===== src/ffha_pkg.sv =====
// ffha_pkg: shared types and fixed constants of the first-fit heap allocator.
// Used by the interfaces, controller, datapath, top level and checker.
// No dependencies.
package ffha_pkg;

	localparam int ADDR_W        = 48;
	localparam int REQ_W         = 21;
	localparam int SIZE_W        = 22;
	localparam int PCFG_W        = 9;
	localparam int CFG_IDX_W     = 2;
	localparam int CFG_DATA_W    = 48;
	localparam int PAGE_BYTES    = 4096;
	localparam int PAGE_SHIFT    = 12;
	localparam int GRANULE_BYTES = 16;
	localparam int GRANULE_SHIFT = 4;

	localparam logic [CFG_IDX_W-1:0] CFG_HEAP_BASE     = 2'd0;
	localparam logic [CFG_IDX_W-1:0] CFG_INITIAL_PAGES = 2'd1;
	localparam logic [CFG_IDX_W-1:0] CFG_MAX_PAGES     = 2'd2;

	typedef enum logic [2:0] {
		RES_ALLOCATED   = 3'd0,
		RES_RELEASED    = 3'd1,
		RES_ZERO_SIZE   = 3'd2,
		RES_NO_MEMORY   = 3'd3,
		RES_BAD_ADDRESS = 3'd4
	} res_code_t;

	typedef enum logic [4:0] {
		OP_NONE,
		OP_INIT,
		OP_ACCEPT,
		OP_SCAN,
		OP_GROW_RD,
		OP_GROW,
		OP_RESCAN,
		OP_HIT,
		OP_UP_RD,
		OP_UP_WR,
		OP_SPLIT_WR,
		OP_ALLOC_WR,
		OP_NEXT_RD,
		OP_NEXT_MERGE,
		OP_DN_RD,
		OP_DN_WR,
		OP_DN_END,
		OP_PREV_RD,
		OP_PREV_MERGE,
		OP_REL_WR,
		OP_EMIT
	} op_t;

	typedef struct packed {
		op_t       op;
		res_code_t code;
	} cmd_t;

	typedef struct packed {
		logic pend;
		logic release_op;
		logic size_zero;
		logic hit;
		logic at_last;
		logic grow_ok;
		logic split;
		logic up_done;
		logic dn_done;
		logic has_next;
		logic has_prev;
		logic nb_free;
		logic out_free;
	} stat_t;

endpackage


===== src/ffha_ctrl.sv =====
// ffha_ctrl: sequencing state machine of the heap allocator.
// Depends on ffha_pkg for command and status types.
module ffha_ctrl (
	input  logic            clk,
	input  logic            arst_n,
	input  logic            in_valid,
	output logic            in_ready,
	input  ffha_pkg::stat_t stat,
	output ffha_pkg::cmd_t  cmd
);
	typedef enum logic [17:0] {
		S_IDLE     = 18'h00001,
		S_SCAN     = 18'h00002,
		S_GROW_RD  = 18'h00004,
		S_GROW     = 18'h00008,
		S_RESCAN   = 18'h00010,
		S_HIT      = 18'h00020,
		S_UP_RD    = 18'h00040,
		S_UP_WR    = 18'h00080,
		S_SPLIT_WR = 18'h00100,
		S_ALLOC_WR = 18'h00200,
		S_NEXT_RD  = 18'h00400,
		S_NEXT     = 18'h00800,
		S_DN_RD    = 18'h01000,
		S_DN_WR    = 18'h02000,
		S_PREV_RD  = 18'h04000,
		S_PREV     = 18'h08000,
		S_REL_WR   = 18'h10000,
		S_EMIT     = 18'h20000
	} state_t;

	state_t              state_q, state_d;
	ffha_pkg::res_code_t code_q, code_d;
	logic                second_q, second_d;

	assign in_ready = (state_q == S_IDLE) && !stat.pend;

	always_comb begin
		state_d  = state_q;
		code_d   = code_q;
		second_d = second_q;
		cmd.op   = ffha_pkg::OP_NONE;
		cmd.code = code_q;
		unique case (state_q)
			S_IDLE: begin
				if (stat.pend) begin
					cmd.op = ffha_pkg::OP_INIT;
				end else if (in_valid) begin
					cmd.op  = ffha_pkg::OP_ACCEPT;
					state_d = S_SCAN;
				end
			end
			S_SCAN: begin
				cmd.op = ffha_pkg::OP_SCAN;
				priority if (!stat.release_op && stat.size_zero) begin
					code_d  = ffha_pkg::RES_ZERO_SIZE;
					state_d = S_EMIT;
				end else if (stat.hit) begin
					state_d = stat.release_op ? S_NEXT_RD : S_HIT;
				end else if (stat.at_last) begin
					if (stat.release_op) begin
						code_d  = ffha_pkg::RES_BAD_ADDRESS;
						state_d = S_EMIT;
					end else begin
						state_d = S_GROW_RD;
					end
				end
			end
			S_GROW_RD: begin
				cmd.op  = ffha_pkg::OP_GROW_RD;
				state_d = S_GROW;
			end
			S_GROW: begin
				cmd.op = ffha_pkg::OP_GROW;
				if (stat.grow_ok) begin
					state_d = S_RESCAN;
				end else begin
					code_d  = ffha_pkg::RES_NO_MEMORY;
					state_d = S_EMIT;
				end
			end
			S_RESCAN: begin
				cmd.op  = ffha_pkg::OP_RESCAN;
				state_d = S_SCAN;
			end
			S_HIT: begin
				cmd.op  = ffha_pkg::OP_HIT;
				state_d = stat.split ? S_UP_RD : S_ALLOC_WR;
			end
			S_UP_RD: begin
				if (stat.up_done) begin
					state_d = S_SPLIT_WR;
				end else begin
					cmd.op  = ffha_pkg::OP_UP_RD;
					state_d = S_UP_WR;
				end
			end
			S_UP_WR: begin
				cmd.op  = ffha_pkg::OP_UP_WR;
				state_d = S_UP_RD;
			end
			S_SPLIT_WR: begin
				cmd.op  = ffha_pkg::OP_SPLIT_WR;
				state_d = S_ALLOC_WR;
			end
			S_ALLOC_WR: begin
				cmd.op  = ffha_pkg::OP_ALLOC_WR;
				code_d  = ffha_pkg::RES_ALLOCATED;
				state_d = S_EMIT;
			end
			S_NEXT_RD: begin
				if (stat.has_next) begin
					cmd.op  = ffha_pkg::OP_NEXT_RD;
					state_d = S_NEXT;
				end else begin
					state_d = S_PREV_RD;
				end
			end
			S_NEXT: begin
				cmd.op   = ffha_pkg::OP_NEXT_MERGE;
				second_d = 1'b0;
				state_d  = stat.nb_free ? S_DN_RD : S_PREV_RD;
			end
			S_DN_RD: begin
				if (stat.dn_done) begin
					cmd.op = ffha_pkg::OP_DN_END;
					if (second_q) begin
						code_d  = ffha_pkg::RES_RELEASED;
						state_d = S_EMIT;
					end else begin
						state_d = S_PREV_RD;
					end
				end else begin
					cmd.op  = ffha_pkg::OP_DN_RD;
					state_d = S_DN_WR;
				end
			end
			S_DN_WR: begin
				cmd.op  = ffha_pkg::OP_DN_WR;
				state_d = S_DN_RD;
			end
			S_PREV_RD: begin
				if (stat.has_prev) begin
					cmd.op  = ffha_pkg::OP_PREV_RD;
					state_d = S_PREV;
				end else begin
					state_d = S_REL_WR;
				end
			end
			S_PREV: begin
				cmd.op   = ffha_pkg::OP_PREV_MERGE;
				second_d = 1'b1;
				state_d  = stat.nb_free ? S_DN_RD : S_REL_WR;
			end
			S_REL_WR: begin
				cmd.op  = ffha_pkg::OP_REL_WR;
				code_d  = ffha_pkg::RES_RELEASED;
				state_d = S_EMIT;
			end
			S_EMIT: begin
				cmd.op = ffha_pkg::OP_EMIT;
				if (stat.out_free) begin
					state_d = S_IDLE;
				end
			end
			default: begin
				state_d = S_IDLE;
			end
		endcase
	end

	always_ff @(posedge clk or negedge arst_n) begin
		if (!arst_n) begin
			state_q  <= S_IDLE;
			code_q   <= ffha_pkg::RES_ALLOCATED;
			second_q <= 1'b0;
		end else begin
			state_q  <= state_d;
			code_q   <= code_d;
			second_q <= second_d;
		end
	end
endmodule


===== config.mk =====
export PLATFORM = sky130hd
export DESIGN_NAME = ffha_ctrl
export DESIGN_NICKNAME = d
export VERILOG_FILES = /design/src/ffha_pkg.sv /design/src/ffha_ctrl.sv
export SDC_FILE = /design/constraint.sdc
export NUM_CORES = 1
export LEC_CHECK = 0
export BUFFER_PORTS_ARGS = -buffer_cell sky130_fd_sc_hd__buf_4
export CAP_MARGIN = 20
export CORE_MARGIN = 3
export CORE_UTILIZATION = 44
export CTS_CLUSTER_SIZE = 24
export DETAILED_ROUTE_END_ITERATION = 6
export HOLD_SLACK_MARGIN = 0.06
export PLACE_DENSITY = 0.65
export SLEW_MARGIN = 10
export SYNTH_ARGS = -nofsm -noshare
export SYNTH_HDL_FRONTEND = slang
export SYNTH_SLANG_ARGS = --single-unit

===== constraint.sdc =====
create_clock -name clk -period 4.1 [get_ports clk]
set_input_delay 0.205 -clock clk [delete_from_list [all_inputs] [get_ports clk]]
set_output_delay 0.205 -clock clk [all_outputs]
set_load 0.01 [all_outputs]

Word level (Yosys, flattened, before mapping) --
Cells that the tools add are included.
Word-level totals: register bits after elaboration 22, input port bits 16, output and inout bits 9
Operators by class: eq/ne operators 28, muxes and demuxes 34, reduce and logical (&&, ||, !) cells 9
Operators by type and width (number):
- $pmux W18 S17 | 1
- $mux W18 | 10
- $pmux W5 S18 | 1
- $mux W17 | 2
- $mux W15 | 2
- $mux W3 | 7
- $eq A18 B1 Y1 const B | 1
- $eq A18 B10 Y1 const B | 1
- $eq A18 B11 Y1 const B | 1
- $eq A18 B12 Y1 const B | 1
- $eq A18 B13 Y1 const B | 1
- $eq A18 B14 Y1 const B | 1
- $eq A18 B15 Y1 const B | 1
- $eq A18 B16 Y1 const B | 1
- $eq A18 B17 Y1 const B | 1
- $eq A18 B18 Y1 const B | 1
- $eq A18 B2 Y1 const B | 1
- $eq A18 B3 Y1 const B | 1
- $eq A18 B4 Y1 const B | 1
- $eq A18 B5 Y1 const B | 1
- $eq A18 B6 Y1 const B | 1
- $eq A18 B7 Y1 const B | 1
- $eq A18 B8 Y1 const B | 1
- $eq A18 B9 Y1 const B | 1
- 18 further kinds | 30

Longest topological paths before layout --
Gate-level depths: netlist of run 1.
word-level depth 5, mapped depth 7

Worst setup path after synthesis of run 1 --
Ideal clock, no wire load.
path kind flip-flop to output port, start register state_q[17], end output cmd[3] in the netlist's numbering, arrival 1.983 ns, data required time 3.895 ns, setup slack 1.912 ns, stages on the path, launching flop included 7, cell sequence dfrtp_1 > clkbuf_1 > or4_1 > nor4_1 > nand2_1 > nand4_1 > a2111o_1
RTL lines:
- from (decl) | line ffha_ctrl.sv:32 | state_t state_q, state_d;
- from (signal assigned) | line ffha_ctrl.sv:178 | state_q <= state_d;
- to (decl) | line ffha_ctrl.sv:9 | output ffha_pkg::cmd_t cmd

==> insert_results.sql, run 1 <==
INSERT INTO impl_metrics (metric_group, metric, value, unit) VALUES
('routing', 'detail_route.iter0.violations', '88', ''),
('timing', 'timing.clock.skew', '2.99', 'ps'),
('timing', 'hold_viol', '0', ''),
('synthesis', 'yosys-mux-area-fraction', '0', '%'),
('setup_path', 'crit_type', 'flip-flop to primary output', ''),
('synthesis', 'post_synthesis_simple_gate_area_fraction', '41.1', '%'),
('routing', 'routed.top_layer', 'met4', ''),
('timing', 'maximum_clock_frequency', '311', 'MHz'),
('synthesis', 'synth_fp_nets', '188', ''),
('setup_path', 'cp_top_family', 'simple AND/OR/NAND/NOR gates', ''),
('grt', 'grt_use_total', '19.9', '%'),
('setup_path', 'crit_path_max_incr_delay', '700', 'ps'),
('grt', 'maximum_number_of_pins_on_one_net_before_global_route_repair', '23', ''),
('routing', 'route.layer.met1.wl', '1910', 'um'),
('place', 'dp.cells', '233', ''),
('routing', 'met2_length', '1940', 'um'),
('synthesis', 'yosys.area_share.xor_xnor', '2.76', '%'),
('routing', 'drtAntennaViolNets', '0', ''),
('grt', 'grt_antenna_before_repair', '0', ''),
('setup_path', 'cp-start-kind', 'flip-flop', ''),
('run_status', 'outcome', 'finished clean', ''),
('setup_path', 'worstPathArrival', '3010', 'ps'),
('place', 'detailed_place.area', '1770', 'um^2'),
('place', 'routabilityCongestion', '0.963', ''),
('clock_tree', 'cts.clk_slew.worst_paths', '120', 'ps'),
('floorplanning', 'design.portCount', '25', ''),
('timing', 'timing.final.crit_share', '78.5', '%'),
('synthesis', 'yosys.cell_types.count', '57', ''),
('synthesis', 'synth-edff-count', '0', ''),
('synthesis', 'postSynth.topFlopCell', 'dfrtp_1', ''),
('grt', 'grt_first_pass_wirelength', '6570', 'um'),
('routing', 'route.met3.wl', '203', 'um'),
('place', 'detailedPlacementHpwl', '3310', 'um'),
('floorplanning', 'fp.dieH', '66.1', 'um'),
('clock_tree', 'clk_latency', '310', 'ps'),
('routing', 'wl_per_cell', '17.4', 'um'),
('synthesis', 'post-synth-top-area-fraction', '33.1', '%'),
('synthesis', 'most_frequently_used_cell_type_in_the_post_synthesis_netlist', 'dfrtp_1', ''),
('floorplanning', 'floorplan.die_area', '4370', 'um^2'),
('power_and_ir_drop', 'maximum_ir_drop_on_the_vdd_rail', '0.243', 'mV'),
('clock_tree', 'root_buffer_cell', 'clkbuf_4', ''),
('timing', 'finalSetupTns', '0', 'ps'),
('power_and_ir_drop', 'power.leakage', '0.821', 'nW'),
('synthesis', 'synthTopCellsByArea', 'dfrtp_1 (33%), nor2_1 (4.5%), nor4_1 (3.5%)', ''),
('synthesis', 'syn-mean-instance-area', '9.24', 'um^2'),
('routing', 'via_per_inst', '6.14', ''),
('grt', 'first_global_vias', '1373', ''),
('final_layout', 'nFillCells', '341', ''),
('routing', 'route.detailed.drc', '0', ''),
('timing', 'grt_setup_unrepaired', 'false', ''),
('synthesis', 'synthTopCellsByCount', 'dfrtp_1 (21), nor2_1 (19), nand2_1 (13)', ''),
('clock_tree', 'tritoncts', 'yes', ''),
('floorplanning', 'placeable_core_region', '3420', 'um^2'),
('synthesis', 'asyncSetResetFlopFracSynth', '100', '%'),
('floorplanning', 'rows', '21', ''),
('timing', 'timing.final.crit_period', '3220', 'ps'),
('synthesis', 'synth_compound_gate_area_share', '16.4', '%'),
('clock_tree', 'cts_inserted_buffers', '3', ''),
('synthesis', 'synth-seq-cells', '22', ''),
('final_layout', 'final_area', '1820', 'um^2'),
('floorplanning', 'initial_util', '46.5', '%'),
('synthesis', 'synth.cell_area', '1590', 'um^2'),
('final_layout', 'finalNetCount', '210', ''),
('synthesis', 'synth_adder_area_share', '0', '%'),
('final_layout', 'ff_latch_area', '552', 'um^2'),
('synthesis', 'postSynthCellCount', '172', ''),
('timing', 'setup_viol_count_final', '0', ''),
('routing', 'routed-via-count', '1467', ''),
('timing', 'max_slew.worst_pin.slew', '702', 'ps'),
('final_layout', 'multi_input_area', '957', 'um^2'),
('timing', 'final_max_tran_viols', '0', '');
final cells by class:
| class | instances | area share (%) |
|---|---|---|
| Timing Repair Buffer | 26 | 11.0 |
| Multi-Input combinational cell | 136 | 52.5 |
| Inverter | 5 | 1.03 |
| Clock buffer | 4 | 1.99 |
| Sequential cell | 22 | 30.3 |
| Tap cell | 46 | 3.16 |
layout by cell type, fill, tap and decap left out, drive strengths merged, types with 6 or more instances in the layout:
cell type | Yosys | layout
or4 | 6 | 6
buf | 5 | 24
nor4 | 14 | 14
nor2 | 19 | 19
nand2 | 13 | 13
dfrtp | 21 | 21
metrics by stage:
step / setup WS [ps] / total power (W)
after global placement: 1350 / 0.000560
final: 883 / 0.000683
after floorplan: 1910 / 0.000465
after global routing: 673 / 0.000724
after detailed placement: 1360 / 0.000561
after CTS: 981 / 0.000684
metal layers:
metal,vias to the layer above,global-route usage [%]
met2,46,32.2
li1,716,-
met3,11,2.21
met5,-,0
met1,694,26.9
met4,0,7.61
path summary, 6_finish.rpt:
check / startpoint / slack [ps] / end / cells past startpoint
max in group asynchronous: arst_n / 3530 / state_q[0] / 2
min in group asynchronous: arst_n / 300 / state_q[6] / 2
setup reg to reg: state_q[9] / 1480 / code_q[2] / 5
setup / recovery: state_q[9] / 880 / cmd[4] / 6
hold reg to reg: code_q[0] / 530 / code_q[0] / 2
hold / removal: stat[5] / 70 / state_q[7] / 2
flip-flops by register name, summed over array words and instances, names as in the netlist:
register and flops:
state_q 18, code_q 3, second_q 1
power by group:
group	internal, W	total [W]	switching [W]
logic	0.000132	0.000290	0.000158
registers	0.000241	0.000271	0.0000297
clock network	0.0000543	0.000122	0.0000676
worst reg2reg max path: stages (launching register included):
cell and delay (ps):
dfrtp_1 530, nor4_2 700, nand4_1 450, a211oi_2 510, or3_2 220, o22ai_1 80
logic make-up (layout without fill, tap and decap cells):
group | count (synthesis) | after routing
simple gates | 100 | 100
flops | 22 | 22
buf+inv | 14 | 35
xor+xnor | 5 | 5
compound gates | 31 | 31
timing repair:
item | 4_1_cts | 5_1_grt
hold endpoints to repair | 22 | 1
hold buffers | 1 | 1
gates resized for setup | 0 | 0
Power figures use the tool's default switching activity.
==> run 2: changes to the inputs <==
ABC_AREA = 1   (was not set)
PLACE_DENSITY = 0.67   (was 0.65)
clock period = 2.9 ns   (was 4.1 ns; I/O delays follow)
==> run 2 against run 1 <==
Compared with the run above:
- sequential power rose by 35%
- sequential share of layout area fell by 2.2 points
- utilization rose by 3.3 points
- count of clock-buffer cells in the layout did not move
- combinational power rose by 110%
- critical endpoint unchanged
- highest routed layer unchanged
- synthesized cell count rose by 45%
- critical path depth rose by 4
- routed wire length fell by 2.0%
- via count rose by 13%
- synthesized area rose by 3.9%
- flip-flop and latch count did not move
==> insert_results.sql, run 2 <==
INSERT INTO impl_metrics (metric_group, metric, value, unit) VALUES
('run_status', 'outcome', 'finished clean', ''),
('synthesis', 'synthTopCellsByCount', 'nor2_1 (51), nand2_1 (47), inv_1 (35)', ''),
('grt', 'globalRouteOverflowTotal', '0', ''),
('grt', 'grt_antenna_before_repair', '0', ''),
('synthesis', 'post_synthesis_simple_gate_area_fraction', '50.7', '%'),
('setup_path', 'crit_type', 'flip-flop to primary output', ''),
('grt', 'grt_use_total', '20.6', '%'),
('final_layout', 'ff_latch_area', '552', 'um^2'),
('place', 'routabilityCongestion', '0.857', ''),
('final_layout', 'antennaDiodeCount', '0', ''),
('timing', 'final_max_tran_viols', '0', ''),
('setup_path', 'worstPathArrival', '2220', 'ps'),
('synthesis', 'syn-mean-instance-area', '6.63', 'um^2'),
('setup_path', 'slowest_stage', 'dfrtp_1', ''),
('floorplanning', 'rows', '21', ''),
('synthesis', 'asyncSetResetFlopFracSynth', '100', '%'),
('routing', 'detail_route.iter0.violations', '101', ''),
('synthesis', 'synth-edff-count', '0', ''),
('grt', 'maximum_number_of_pins_on_one_net_before_global_route_repair', '23', ''),
('final_layout', 'finalNetCount', '297', ''),
('grt', 'grt_first_pass_wirelength', '7040', 'um'),
('power_and_ir_drop', 'power_density', '592', 'nW/um^2'),
('synthesis', 'yosys.area_share.xor_xnor', '0', '%'),
('floorplanning', 'floorplan.die_area', '4520', 'um^2'),
('routing', 'routed-via-count', '1651', ''),
('setup_path', 'cp_data_required_time', '2760', 'ps'),
('final_layout', 'finalCoreUtilization', '56.6', '%'),
('synthesis', 'post-synth-top-area-cell', 'dfrtp_1', ''),
('final_layout', 'most_flops_register', 'state_q', ''),
('synthesis', 'synth.cell_area', '1650', 'um^2'),
('routing', 'route.detailed.drc', '0', ''),
('synthesis', 'yosys.cell_types.count', '28', ''),
('synthesis', 'synth-warning-count', '0', ''),
('final_layout', 'layout-drive-gt1-share', '20.0', '%'),
('timing', 'hold_viol', '0', ''),
('synthesis', 'postSynth.topFlopCell', 'dfrtp_1', ''),
('final_layout', 'most-common-layout-cells', 'nor2_1 (51), nand2_1 (47), inv_1 (35), nand3_1 (28), buf_4 (25)', ''),
('grt', 'first_global_vias', '1650', ''),
('routing', 'route.layer.met1.wl', '1890', 'um'),
('setup_path', 'r2r_slack', '810', 'ps'),
('timing', 'finalSetupTns', '0', 'ps'),
('synthesis', 'synth-seq-cells', '22', ''),
('final_layout', 'reg.largest.list', 'state_q x18, code_q x3, second_q x1', ''),
('floorplanning', 'initial_util', '47.6', '%'),
('clock_tree', 'clock_sinks', '22', ''),
('floorplanning', 'design.portCount', '25', ''),
('routing', 'drtAntennaViolNets', '0', ''),
('final_layout', 'final_cells', '326', ''),
('final_layout', 'multi_input_area', '942', 'um^2'),
('synthesis', 'synthTopCellsByArea', 'dfrtp_1 (32%), nor2_1 (12%), nand2_1 (11%)', ''),
('min_path', 'hp-class', 'input port to flip-flop', ''),
('final_layout', 'syn_to_final_growth', '18.9', '%'),
('final_layout', 'nFillCells', '351', ''),
('timing', 'max_slew.worst_pin.slew', '533', 'ps'),
('routing', 'wl_per_cell', '12.5', 'um'),
('synthesis', 'most_frequently_used_cell_type_in_the_post_synthesis_netlist', 'nor2_1', ''),
('routing', 'number_of_detailed_route_iterations_in_the_first_pass', '4', ''),
('synthesis', 'post-synth-top-area-fraction', '31.8', '%'),
('synthesis', 'synth_compound_gate_area_share', '6.36', '%'),
('clock_tree', 'cts_max_path_buffers', '2', ''),
('setup_path', 'cp_top_family', 'simple AND/OR/NAND/NOR gates', ''),
('routing', 'route.met3.wl', '166', 'um'),
('power_and_ir_drop', 'power.leakage', '1.07', 'nW'),
('timing', 'maximum_clock_frequency', '423', 'MHz'),
('flow_run', 'timing.max_cap.violations', '0', ''),
('synthesis', 'synth_adder_area_share', '0', '%'),
('timing', 'timing.final.crit_period', '2360', 'ps'),
('setup_path', 'path_buf_inv', '2', ''),
('routing', 'wirelength', '4080', 'um'),
('place', 'detailedPlacementHpwl', '3320', 'um'),
('routing', 'via_per_inst', '5.06', ''),
('timing', 'slew_headroom', '64.4', '%'),
('place', 'portBuffers', '24', ''),
('power_and_ir_drop', 'maximum_ir_drop_on_the_vdd_rail', '0.389', 'mV'),
('clock_tree', 'tritoncts', 'yes', ''),
('clock_tree', 'clk_latency', '270', 'ps'),
('synthesis', 'synth_seq_area_share', '33.4', '%'),
('setup_path', 'crit_chain', 'nor2_2 -> nand2_2 -> nor2_4 -> nand2_1 -> nor2_1 -> inv_1 -> nand2_1 -> nor2_1 -> nand4_1 -> buf_4', ''),
('synthesis', 'synth_fp_nets', '265', ''),
('floorplanning', 'fp.dieH', '67.3', 'um'),
('clock_tree', 'root_buffer_cell', 'clkbuf_8', ''),
('routing', 'met2_length', '1930', 'um'),
('place', 'dp.cells', '318', ''),
('setup_path', 'critical_path.max_fanout', '11', ''),
('floorplanning', 'die_w', '67.3', 'um'),
('setup_path', 'crit_path_max_incr_delay', '400', 'ps'),
('timing', 'timing.clock.skew', '10.9', 'ps'),
('synthesis', 'synth_top_family_by_area', 'simple AND/OR/NAND/NOR gates', ''),
('synthesis', 'yosys-mux-area-fraction', '0', '%'),
('setup_path', 'crit_path_end_kind', 'primary output', ''),
('clock_tree', 'cts_inserted_buffers', '3', ''),
('clock_tree', 'cts_htree_levels', '1', ''),
('timing', 'setup_viol_count_final', '0', ''),
('setup_path', 'cp-start-kind', 'flip-flop', ''),
('floorplanning', 'placeable_core_region', '3470', 'um^2'),
('clock_tree', 'post-cts-setup-buffers', '0', ''),
('final_layout', 'most_common_library_cell_in_the_layout_ignoring_fill_and_taps', 'nor2_1', ''),
('timing', 'timing.final.crit_share', '81.4', '%'),
('final_layout', 'largest_register_ff_count', '18', ''),
('routing', 'routed.top_layer', 'met4', ''),
('clock_tree', 'cts.clk_slew.worst_paths', '80', 'ps'),
('timing', 'grt_setup_unrepaired', 'false', ''),
('synthesis', 'postSynthCellCount', '249', '');
==> run 2: cell count changes after synthesis, sizes merged, moves of 13 or more <==
cell	before	now
nand3	4	31
inv	5	37
nand2	13	52
nor4	14	1
nor2	19	66
==> run 2: cell type report <==
class / instances / area share, %
repair buffers: 29 / 11.6
well taps: 46 / 2.93
flip-flops and latches: 22 / 28.1
inverters: 37 / 7.07
multi-input cells: 188 / 48.0
clock buffers: 4 / 2.29
==> run 2: worst register-to-register path: stages (launching register included) <==
cell and delay [ps]:
dfrtp_1 400, nor2_2 220, nand2_2 130, nor2_4 300, nand4_4 200, nor4_1 200, dlygate4sd3_1 570
==> run 2: what timing repair did <==
item	in CTS	in global routing
gates resized for setup	0	0
hold buffers	4	0
endpoints found under the hold margin	24	0
endpoints found under the setup margin	0	0
==> run 2: kinds of logic (layout without fill, tap and decap cells) <==
family	count (synthesis)	count (layout)
AO/OA/AOI/OAI	19	19
buffers and inverters	39	70
flip-flops	22	22
AND/OR/NAND/NOR	169	169
==> run 2: power by group <==
group | switching (W) | internal (W) | total [W] | leakage [nW]
Sequential | 0.0000224 | 0.000345 | 0.000367 | 0.301
Clock | 0.0000970 | 0.0000981 | 0.000195 | 0.0228
Combinational | 0.000391 | 0.000209 | 0.000600 | 0.747
Total | 0.000510 | 0.000652 | 0.00116 | 1.07
==> run 2: metal layers <==
layer	vias to the layer above	track usage (%)
met5	-	0
met4	0	10.1
met3	7	2.83
met2	35	33.3
met1	743	27.0
li1	866	-
==> run 2: metrics by stage <==
step	power, W	setup slack (ps)	hold slack [ps]	cell area (um^2)
2_1_floorplan	0.000792	1330	-151	1650
5_1_grt	0.00125	315	69.3	1960
3_3_place_gp	0.000962	818	58.4	1880
6_report	0.00116	538	75.4	1960
4_1_cts	0.00117	545	64.5	1960
3_5_place_dp	0.000963	854	57.3	1880
==> run 2: final timing paths <==
check                                  from           to  cells after the start
worst min register to register    code_q[0]    code_q[0]                      2
worst max-delay path            state_q[14]       cmd[4]                     10
worst min-delay path                stat[4]  state_q[13]                      2
min in group asynchronous            arst_n    code_q[2]                      2
worst max register to register  state_q[14]   state_q[5]                      6
max in group asynchronous            arst_n   state_q[0]                      2
